===== src/rtl/avd_pkg.sv =====
// Shared types, constants and tables for the ADPCM voice decoder.
// Used by every module of the block; depends on nothing else.
`timescale 1ns / 1ps
`default_nettype none

package avd_pkg;

  localparam int unsigned PredW   = 16;
  localparam int unsigned IdxW    = 7;
  localparam int unsigned StepW   = 15;
  localparam int unsigned OffsetW = 25;
  localparam int unsigned CfgIdxW = 2;
  localparam int unsigned CfgDatW = 22;
  localparam int unsigned StepCnt = 89;

  localparam logic signed [PredW-1:0] PRED_MAX = 16'sd32767;
  localparam logic signed [PredW-1:0] PRED_MIN = -16'sd32767;
  localparam logic [IdxW-1:0]         IDX_MAX  = 7'd88;
  localparam logic [OffsetW-1:0]      HDR_SIZE = 25'd4;

  localparam logic [CfgIdxW-1:0] CFG_LOOP_START  = 2'd0;
  localparam logic [CfgIdxW-1:0] CFG_LOOP_LENGTH = 2'd1;
  localparam logic [CfgIdxW-1:0] CFG_REPEAT      = 2'd2;

  typedef enum logic {
    ACT_START  = 1'b0,
    ACT_DECODE = 1'b1
  } avd_action_e;

  typedef struct packed {
    logic [15:0] loop_start_words;
    logic [21:0] loop_length_words;
    logic        repeat_loop;
  } avd_cfg_t;

  typedef struct packed {
    avd_action_e action;
    logic [31:0] header_word;
    logic [7:0]  data_byte;
  } avd_item_t;

  typedef struct packed {
    logic signed [PredW-1:0] sample;
    logic [OffsetW-1:0]      fetch_offset;
    logic                    playing;
  } avd_result_t;

  localparam logic [StepW-1:0] STEP_TABLE [StepCnt] = '{
    15'd7, 15'd8, 15'd9, 15'd10, 15'd11, 15'd12, 15'd13, 15'd14, 15'd16, 15'd17,
    15'd19, 15'd21, 15'd23, 15'd25, 15'd28, 15'd31, 15'd34, 15'd37, 15'd41, 15'd45,
    15'd50, 15'd55, 15'd60, 15'd66, 15'd73, 15'd80, 15'd88, 15'd97, 15'd107, 15'd118,
    15'd130, 15'd143, 15'd157, 15'd173, 15'd190, 15'd209, 15'd230, 15'd253, 15'd279,
    15'd307, 15'd337, 15'd371, 15'd408, 15'd449, 15'd494, 15'd544, 15'd598, 15'd658,
    15'd724, 15'd796, 15'd876, 15'd963, 15'd1060, 15'd1166, 15'd1282, 15'd1411,
    15'd1552, 15'd1707, 15'd1878, 15'd2066, 15'd2272, 15'd2499, 15'd2749, 15'd3024,
    15'd3327, 15'd3660, 15'd4026, 15'd4428, 15'd4871, 15'd5358, 15'd5894, 15'd6484,
    15'd7132, 15'd7845, 15'd8630, 15'd9493, 15'd10442, 15'd11487, 15'd12635,
    15'd13899, 15'd15289, 15'd16818, 15'd18500, 15'd20350, 15'd22385, 15'd24623,
    15'd27086, 15'd29794, 15'd32767
  };

  localparam logic signed [4:0] IDX_ADJUST [8] = '{
    -5'sd1, -5'sd1, -5'sd1, -5'sd1, 5'sd2, 5'sd4, 5'sd6, 5'sd8
  };

endpackage

`default_nettype wire


===== src/rtl/avd_intf.sv =====
// Handshake interfaces for the ADPCM voice decoder channels.
// Input items, result items and configuration writes; no dependencies.
`timescale 1ns / 1ps
`default_nettype none

interface avd_item_if;
  logic        valid;
  logic        ready;
  logic        action;
  logic [31:0] header_word;
  logic [7:0]  data_byte;

  modport source(output valid, action, header_word, data_byte, input ready);
  modport sink(input valid, action, header_word, data_byte, output ready);
endinterface

interface avd_result_if;
  logic               valid;
  logic               ready;
  logic signed [15:0] sample;
  logic [24:0]        fetch_offset;
  logic               playing;

  modport source(output valid, sample, fetch_offset, playing, input ready);
  modport sink(input valid, sample, fetch_offset, playing, output ready);
endinterface

interface avd_cfg_if;
  logic        valid;
  logic        ready;
  logic [1:0]  index;
  logic [21:0] data;

  modport source(output valid, index, data, input ready);
  modport sink(input valid, index, data, output ready);
endinterface

`default_nettype wire


===== src/rtl/avd_cfg_regs.sv =====
// Configuration registers of the ADPCM voice decoder: loop point, loop length, repeat.
// Depends on avd_pkg and the avd_cfg_if interface.
`timescale 1ns / 1ps
`default_nettype none

module avd_cfg_regs (
  input  logic              clk_i,
  input  logic              rst_ni,
  avd_cfg_if.sink           cfg_i,
  output avd_pkg::avd_cfg_t cfg_o
);
  import avd_pkg::*;

  avd_cfg_t cfg_q;

  assign cfg_i.ready = 1'b1;
  assign cfg_o       = cfg_q;

  always_ff @(posedge clk_i or negedge rst_ni) begin
    if (!rst_ni) begin
      cfg_q <= '0;
    end else if (cfg_i.valid) begin
      case (cfg_i.index)
        CFG_LOOP_START:  cfg_q.loop_start_words  <= cfg_i.data[15:0];
        CFG_LOOP_LENGTH: cfg_q.loop_length_words <= cfg_i.data;
        CFG_REPEAT:      cfg_q.repeat_loop       <= cfg_i.data[0];
        default: ;
      endcase
    end
  end

endmodule

`default_nettype wire


===== src/rtl/avd_nibble.sv =====
// One IMA ADPCM nibble step: table lookup, difference, saturation, index update.
// Purely combinational; depends on avd_pkg.
`timescale 1ns / 1ps
`default_nettype none

module avd_nibble (
  input  logic signed [15:0] pred_i,
  input  logic [6:0]         idx_i,
  input  logic [3:0]         nib_i,
  output logic signed [15:0] pred_o,
  output logic [6:0]         idx_o
);
  import avd_pkg::*;

  logic [IdxW-1:0]  idx_c;
  logic [StepW-1:0] step;
  logic [15:0]      diff;
  logic signed [17:0] sum;
  logic signed [7:0]  idx_sum;

  always_comb begin
    idx_c = (idx_i > IDX_MAX) ? IDX_MAX : idx_i;
    step  = STEP_TABLE[idx_c];
    diff  = {4'b0, step[14:3]};
    if (nib_i[0]) begin
      diff = diff + {3'b0, step[14:2]};
    end
    if (nib_i[1]) begin
      diff = diff + {2'b0, step[14:1]};
    end
    if (nib_i[2]) begin
      diff = diff + {1'b0, step};
    end

    if (nib_i[3]) begin
      sum = {{2{pred_i[15]}}, pred_i} - $signed({2'b0, diff});
    end else begin
      sum = {{2{pred_i[15]}}, pred_i} + $signed({2'b0, diff});
    end
    if (sum > 18'sd32767) begin
      pred_o = PRED_MAX;
    end else if (sum < -18'sd32767) begin
      pred_o = PRED_MIN;
    end else begin
      pred_o = sum[15:0];
    end

    idx_sum = $signed({1'b0, idx_c}) + 8'(IDX_ADJUST[nib_i[2:0]]);
    if (idx_sum < 8'sd0) begin
      idx_o = '0;
    end else if (idx_sum > $signed({1'b0, IDX_MAX})) begin
      idx_o = IDX_MAX;
    end else begin
      idx_o = idx_sum[6:0];
    end
  end

endmodule

`default_nettype wire


===== src/rtl/adpcm_voice_decoder_top.sv =====
// Top level of the single-voice IMA ADPCM decoder.
// Depends on avd_pkg, the avd_intf interfaces, avd_cfg_regs and avd_nibble.
//
// Usage:
// Items arrive on item_in_i. A start item (action 0) loads the header word:
// predictor from bits 15:0, step index from bits 22:16 clamped to 88, fetch
// offset 4, and the voice begins playing. A decode item (action 1) carries the
// byte at the reported fetch offset; the low nibble is decoded first, then the
// high nibble, after which the offset advances. Every item yields exactly one
// result item on item_out_o with the sample, the next fetch offset and the
// playing flag. Loop point, loop length and repeat mode are written on cfg_wr_i
// while no item is in flight.
// A result passes through the input register and then the result register before
// it is offered. Throughput is one item per cycle while the receiver takes results,
// as the nibble update between the two registers is combinational.
// When the receiver stalls, the result register holds and the input register
// fills; input ready drops only when both are occupied. Reset clears all voice
// state and configuration, and the block is ready right after reset.
`timescale 1ns / 1ps
`default_nettype none

module adpcm_voice_decoder_top (
  input  logic         clk_i,
  input  logic         rst_ni,
  avd_item_if.sink     item_in_i,
  avd_result_if.source item_out_o,
  avd_cfg_if.sink      cfg_wr_i
);
  import avd_pkg::*;

  avd_cfg_t    cfg;
  avd_item_t   in_q;
  logic        in_vld_q;
  avd_result_t res_q;
  logic        out_vld_q;
  logic        adv;

  logic signed [PredW-1:0] pred_q, pred_d, sav_pred_q, sav_pred_d, nib_pred;
  logic [IdxW-1:0]         idx_q, idx_d, sav_idx_q, sav_idx_d, nib_idx;
  logic [OffsetW-1:0]      off_q, off_d, loop_pt, loop_end;
  logic                    hi_q, hi_d, act_q, act_d;
  logic [3:0]              nib;
  logic [22:0]             end_words;

  avd_cfg_regs u_cfg (
    .clk_i  (clk_i),
    .rst_ni (rst_ni),
    .cfg_i  (cfg_wr_i),
    .cfg_o  (cfg)
  );

  assign adv             = in_vld_q && (!out_vld_q || item_out_o.ready);
  assign item_in_i.ready = !in_vld_q || adv;

  always_ff @(posedge clk_i or negedge rst_ni) begin
    if (!rst_ni) begin
      in_vld_q <= 1'b0;
    end else if (item_in_i.ready) begin
      in_vld_q <= item_in_i.valid;
    end
  end

  always_ff @(posedge clk_i) begin
    if (item_in_i.ready && item_in_i.valid) begin
      in_q.action      <= avd_action_e'(item_in_i.action);
      in_q.header_word <= item_in_i.header_word;
      in_q.data_byte   <= item_in_i.data_byte;
    end
  end

  assign nib = hi_q ? in_q.data_byte[7:4] : in_q.data_byte[3:0];

  avd_nibble u_nibble (
    .pred_i (pred_q),
    .idx_i  (idx_q),
    .nib_i  (nib),
    .pred_o (nib_pred),
    .idx_o  (nib_idx)
  );

  assign loop_pt   = {7'b0, cfg.loop_start_words, 2'b0};
  assign end_words = {7'b0, cfg.loop_start_words} + {1'b0, cfg.loop_length_words};
  assign loop_end  = {end_words, 2'b0};

  always_comb begin
    pred_d     = pred_q;
    idx_d      = idx_q;
    sav_pred_d = sav_pred_q;
    sav_idx_d  = sav_idx_q;
    off_d      = off_q;
    hi_d       = hi_q;
    act_d      = act_q;
    if (in_q.action == ACT_START) begin
      pred_d = in_q.header_word[15:0];
      idx_d  = (in_q.header_word[22:16] > IDX_MAX) ? IDX_MAX : in_q.header_word[22:16];
      off_d  = HDR_SIZE;
      hi_d   = 1'b0;
      act_d  = 1'b1;
    end else if (act_q) begin
      pred_d = nib_pred;
      idx_d  = nib_idx;
      hi_d   = !hi_q;
      if (hi_q) begin
        off_d = off_q + 25'd1;
      end
      if (hi_q && (off_d == loop_pt)) begin
        sav_pred_d = nib_pred;
        sav_idx_d  = nib_idx;
      end
      if (off_d == loop_end) begin
        if (cfg.repeat_loop) begin
          off_d  = loop_pt;
          pred_d = sav_pred_d;
          idx_d  = sav_idx_d;
          hi_d   = 1'b0;
        end else begin
          act_d = 1'b0;
        end
      end
    end
  end

  always_ff @(posedge clk_i or negedge rst_ni) begin
    if (!rst_ni) begin
      pred_q     <= '0;
      idx_q      <= '0;
      sav_pred_q <= '0;
      sav_idx_q  <= '0;
      off_q      <= '0;
      hi_q       <= 1'b0;
      act_q      <= 1'b0;
      out_vld_q  <= 1'b0;
    end else begin
      if (adv) begin
        pred_q     <= pred_d;
        idx_q      <= idx_d;
        sav_pred_q <= sav_pred_d;
        sav_idx_q  <= sav_idx_d;
        off_q      <= off_d;
        hi_q       <= hi_d;
        act_q      <= act_d;
        out_vld_q  <= 1'b1;
      end else if (item_out_o.ready) begin
        out_vld_q  <= 1'b0;
      end
    end
  end

  always_ff @(posedge clk_i) begin
    if (adv) begin
      res_q.sample       <= pred_d;
      res_q.fetch_offset <= off_d;
      res_q.playing      <= act_d;
    end
  end

  assign item_out_o.valid        = out_vld_q;
  assign item_out_o.sample       = res_q.sample;
  assign item_out_o.fetch_offset = res_q.fetch_offset;
  assign item_out_o.playing      = res_q.playing;

  a_idx_range: assert property (@(posedge clk_i) disable iff (!rst_ni)
    (idx_q <= IDX_MAX) && (sav_idx_q <= IDX_MAX))
    else $error("step index out of range");

  a_start_result: assert property (@(posedge clk_i) disable iff (!rst_ni)
    (adv && in_q.action == ACT_START) |=>
      (out_vld_q && res_q.playing && res_q.fetch_offset == HDR_SIZE && !hi_q))
    else $error("start item did not reload the voice");

  a_stopped_hold: assert property (@(posedge clk_i) disable iff (!rst_ni)
    (adv && in_q.action == ACT_DECODE && !act_q) |=>
      ($stable(pred_q) && $stable(off_q) && $stable(idx_q) && !act_q))
    else $error("stopped voice changed state");

  a_no_bubble: assert property (@(posedge clk_i) disable iff (!rst_ni)
    (in_vld_q && !out_vld_q) |-> adv)
    else $error("pending item not advanced into empty result register");

endmodule

`default_nettype wire

===== src/flat_wrapper.sv =====
// flat-port wrapper written by rule: the top's interface ports become plain ports
module adpcm_voice_decoder_top_flat import avd_pkg::*;
  (clk_i, rst_ni, item_in_i_valid, item_in_i_action, item_in_i_header_word, item_in_i_data_byte, item_in_i_ready, item_out_o_valid, item_out_o_sample, item_out_o_fetch_offset, item_out_o_playing, item_out_o_ready, cfg_wr_i_valid, cfg_wr_i_index, cfg_wr_i_data, cfg_wr_i_ready);
  avd_item_if item_in_i_i ();
  avd_result_if item_out_o_i ();
  avd_cfg_if cfg_wr_i_i ();
  input  logic clk_i;
  input  logic rst_ni;
  input wire logic [$bits(item_in_i_i.valid)-1:0] item_in_i_valid;
  input wire logic [$bits(item_in_i_i.action)-1:0] item_in_i_action;
  input wire logic [$bits(item_in_i_i.header_word)-1:0] item_in_i_header_word;
  input wire logic [$bits(item_in_i_i.data_byte)-1:0] item_in_i_data_byte;
  output wire logic [$bits(item_in_i_i.ready)-1:0] item_in_i_ready;
  output wire logic [$bits(item_out_o_i.valid)-1:0] item_out_o_valid;
  output wire logic [$bits(item_out_o_i.sample)-1:0] item_out_o_sample;
  output wire logic [$bits(item_out_o_i.fetch_offset)-1:0] item_out_o_fetch_offset;
  output wire logic [$bits(item_out_o_i.playing)-1:0] item_out_o_playing;
  input wire logic [$bits(item_out_o_i.ready)-1:0] item_out_o_ready;
  input wire logic [$bits(cfg_wr_i_i.valid)-1:0] cfg_wr_i_valid;
  input wire logic [$bits(cfg_wr_i_i.index)-1:0] cfg_wr_i_index;
  input wire logic [$bits(cfg_wr_i_i.data)-1:0] cfg_wr_i_data;
  output wire logic [$bits(cfg_wr_i_i.ready)-1:0] cfg_wr_i_ready;
  assign item_in_i_i.valid = item_in_i_valid;
  assign item_in_i_i.action = item_in_i_action;
  assign item_in_i_i.header_word = item_in_i_header_word;
  assign item_in_i_i.data_byte = item_in_i_data_byte;
  assign item_in_i_ready = item_in_i_i.ready;
  assign item_out_o_valid = item_out_o_i.valid;
  assign item_out_o_sample = item_out_o_i.sample;
  assign item_out_o_fetch_offset = item_out_o_i.fetch_offset;
  assign item_out_o_playing = item_out_o_i.playing;
  assign item_out_o_i.ready = item_out_o_ready;
  assign cfg_wr_i_i.valid = cfg_wr_i_valid;
  assign cfg_wr_i_i.index = cfg_wr_i_index;
  assign cfg_wr_i_i.data = cfg_wr_i_data;
  assign cfg_wr_i_ready = cfg_wr_i_i.ready;
  adpcm_voice_decoder_top u_core (.clk_i(clk_i), .rst_ni(rst_ni), .item_in_i(item_in_i_i), .item_out_o(item_out_o_i), .cfg_wr_i(cfg_wr_i_i));
endmodule

===== config.mk =====
export PLATFORM = sky130hd
export DESIGN_NAME = adpcm_voice_decoder_top_flat
export DESIGN_NICKNAME = d
export VERILOG_FILES = /design/src/rtl/avd_pkg.sv /design/src/rtl/avd_intf.sv /design/src/rtl/avd_cfg_regs.sv /design/src/rtl/avd_nibble.sv /design/src/rtl/adpcm_voice_decoder_top.sv /design/src/flat_wrapper.sv
export SDC_FILE = /design/constraint.sdc
export NUM_CORES = 1
export LEC_CHECK = 0
export CORE_UTILIZATION = 38
export CTS_CLUSTER_SIZE = 14
export DETAILED_ROUTE_END_ITERATION = 7
export DONT_BUFFER_PORTS = 1
export PLACE_DENSITY_LB_ADDON = 0.3
export SLEW_MARGIN = 20
export SYNTH_ARGS = -nofsm -noshare
export SYNTH_HDL_FRONTEND = slang
export SYNTH_SLANG_ARGS = --single-unit

===== constraint.sdc =====
create_clock -name clk_i -period 13.5 [get_ports clk_i]
set_clock_uncertainty 0.15 [all_clocks]
set_input_delay 2.025 -clock clk_i [delete_from_list [all_inputs] [get_ports clk_i]]
set_output_delay 2.025 -clock clk_i [all_outputs]
set_load 0.05 [all_outputs]

==> impl_metrics.csv <==
group,metric,value,unit
clock_tree,insertion_delay,500,ps
setup_path,endpoint_kind,"register",
setup_path,critPathKind,"register to register",
run_status,status,"finished, final reports clean",
synth,synth-seq-cells,188,
sta,holdWs,329,ps
synth,avgSynthCellArea,8.74,sq um
sta,max_slew_margin,0.239,
sta,max_freq,79.5,MHz
sta,fin_tns_setup,0,ps
sta,period_needed,12570,ps
detailed_routing,routed_wl,51400,um
setup_path,required,13540,ps
clock_tree,cts_hold_buf,0,
flow_run,maxCapViolations,0,
setup_path,cpMostUsedCell,"nand2_1",
die,dieArea,44500,sq um
sta,drv_slew,0,
clock_tree,cts_max_path_buffers,2,
placed_design,place_inst,2435,
die,core,43100,sq um
synth,ys_warn_count,0,
die,initial_core_util,0.385,
setup_path,crit_slowest_cell,"o311ai_0",
detailed_routing,drt_iter0_markers,1274,
synth,syn_nets,2070,
setup_path,setup.worst_path.start_class,"register",
detailed_routing,firstDrtPassIters,7,
detailed_routing,via_per_inst,6.03,
synth,synth-async-reset-ratio,0.606,
clock_tree,cts_resized,0,
clock_tree,path_clk_slew,80,ps
final_layout,drive_above_1_share,0.105,
setup_path,crit_arrival,12610,ps
grt,grt_pass1_vias,14200,
sta,setup_viol,0,
setup_path,critPathTopFamily,"compound AO/OA/AOI/OAI gates",
sta,period_share,0.931,
sta,worstMarginPinSlew,1140,ps
clock_tree,clock-root-buffer,"clkbuf_16",
synth,synthCells,1897,
placed_design,gp_congestion,0.976,
setup_path,crit_buf_inv,5,
clock_tree,h-tree-depth,4,
grt,grtUsageTotal,0.233,
final_layout,syn_to_final_growth,7.94,%
setup_path,crit_fanout,11,
grt,overflow,0,
final_layout,nNetsFinal,2042,
die,pin_count,115,
setup_path,rrSetupSlack,930,ps
grt,grt_max_degree,115,
detailed_routing,vias,14900,
min_path,hp-class,"register to register",
placed_design,io_buffers,0,
sta,rsz0062_at_grt,"false",
final_layout,final_cells,2467,
detailed_routing,antenna_left,0,
die,rows,76,
clock_tree,cts_made_buffers,17,
synth,ys_types,104,
grt,grt_pass1_wl,80500,um
grt,antenna_found_initial,0,
die,dieWidth,211,um
clock_tree,cts_tree,"built",
sta,hold_viol,0,
clock_tree,numClockSinks,188,
synth,synthFlopType,"dfrtp_1",
setup_path,slowest_delay,590,ps
synth,synth_edf_count,74,
final_layout,num_antenna_cells,0,
synth,syn-cell-area,16600,sq um
detailed_routing,wl_per_cell,20.8,um
detailed_routing,drc,0,
placed_design,dp_hpwl,37800,um
die,die_h,211,um
clock_tree,post_cts_buffers,0,
synth,ys_seq_area_frac,0.306,
worst register-to-register path: cells and delay by family, from the launching register on:
| family | cells | cell delay, ps |
|---|---|---|
| XOR/XNOR | 5 | 1040 |
| flip-flops | 1 | 390 |
| buffers and inverters | 5 | 960 |
| adder cells (fa/ha/maj) | 5 | 1890 |
| AND/OR/NAND/NOR | 17 | 3310 |
| AO/OA/AOI/OAI | 17 | 4560 |
area by class of cell:
class | instances | area (sq um)
Clock buffer | 17 | 425
Clock inverter | 15 | 201
Fill cell | 4188 | 25200
Inverter | 72 | 270
Multi-Input combinational cell | 1541 | 10800
Sequential cell | 188 | 5070
Tap cell | 585 | 732
Timing Repair Buffer | 49 | 375
kinds of logic after synthesis:
kind of cell             after synthesis  share of synthesized area
XOR/XNOR                             136                     0.0816
multiplexers                          93                     0.0622
AO/OA/AOI/OAI                        588                      0.240
AND/OR/NAND/NOR                      620                      0.188
buffers and inverters                168                     0.0422
adder cells (fa/ha/maj)              103                     0.0804
flip-flops                           188                      0.306
other                                  1                   0.000226
cells in the final DEF (no fill, tap or decap), types with 10 or more instances in the layout:
cell type    n
inv_1       65
nand2_1    188
o211ai_1    23
mux2i_1     21
buf_4       48
nor2_1     140
xor2_1      45
o21ai_0    133
and3_1      24
a221oi_1    17
a21oi_1    122
a21o_1      30
edfxtp_1    74
o31ai_1     14
o21bai_1    10
o2111ai_1   11
xnor2_1     79
dfrtp_1    114
nand3b_1    13
clkbuf_16   17
o21a_1      19
mux2_2      71
a211oi_1    24
nand4_1     24
nand2b_1    27
nor2b_1     22
ha_1        97
a31oi_1     21
o221ai_1    10
a22oi_1     30
o22ai_1     19
nand3_1     44
nor3_1      41
and2_1      23
nor4_1      12
or3_1       12
per-layer routing:
layer	part of all wire	GRT usage
met1	0.46	0.319
met5	0	0
met2	0.45	0.364
met4	0.025	0.0785
met3	0.064	0.0474
Yosys cell counts (9+ instances only):
cell         n  area, sq um
o211ai_1    23          173
nand2_1    188          706
buf_4       10         75.1
buf_2       18         90.1
nor3_1      41          205
nand3_1     44          220
mux2_2      71          800
mux2i_1     21          210
o31ai_1     14          105
o22ai_1     19          119
o21ai_0    133          666
xnor2_1     79          692
a221oi_1    17          149
edfxtp_1    74         2220
o21bai_1    10         75.1
nand2b_1    27          169
a21oi_1    122          611
a21boi_0     9         67.6
and2_1      24          150
a21o_1      30          225
a211oi_1    24          180
a31oi_1     21          131
o21a_1      19          143
nor2_1     140          526
inv_1       66          248
nand4_1     24          150
xor2_1      45          394
nor2b_1     22          138
o2111ai_1   11         96.3
nand3b_1    13         97.6
and3_1      24          150
a22oi_1     30          225
or3_1       12         75.1
o221ai_1    10         87.6
nor4_1      13         81.3
clkbuf_1    57          214
ha_1        97         1210
dfrtp_1    114         2850
path summary, 6_finish.rpt:
kind | start | end | cells after the start
setup / recovery | u_core.idx_q[3] | u_core.item_out_o.sample[3] | 49
hold reg to reg | u_core.sav_idx_q[2] | u_core.sav_idx_q[2] | 2
setup reg to reg | u_core.idx_q[3] | u_core.item_out_o.sample[3] | 49
max in group asynchronous | rst_ni | u_core.pred_q[13] | 0
min in group asynchronous | rst_ni | u_core.u_cfg.cfg_o[26] | 0
hold / removal | u_core.sav_idx_q[2] | u_core.sav_idx_q[2] | 2
per-stage QoR:
step	utilization	worst slack [ps]	area (sq um)
after floorplan	-	2660	16600
final	0.416	928	17900
after detailed placement	0.401	1240	17300
after global routing	0.416	96.7	17900
after CTS	0.415	1150	17900
after global placement	0.401	1320	17300
sequential cells by signal (all words and copies together) (netlist names):
signal	count
u_core.u_cfg.cfg_o	39
u_core.item_out_o.fetch_offset	25
u_core.item_out_o.playing	1
u_core.idx_q	7
u_core.act_q	1
u_core.pred_q	16
u_core.item_out_o.sample	16
u_core.off_q	25
u_core.hi_q	1
u_core.item_out_o.valid	1
u_core.sav_idx_q	7
u_core.in_q	32
u_core.in_vld_q	1
u_core.sav_pred_q	16
Power is not shown: default switching activity piles up to over one toggle a cycle in this logic, so the estimate is an artifact.
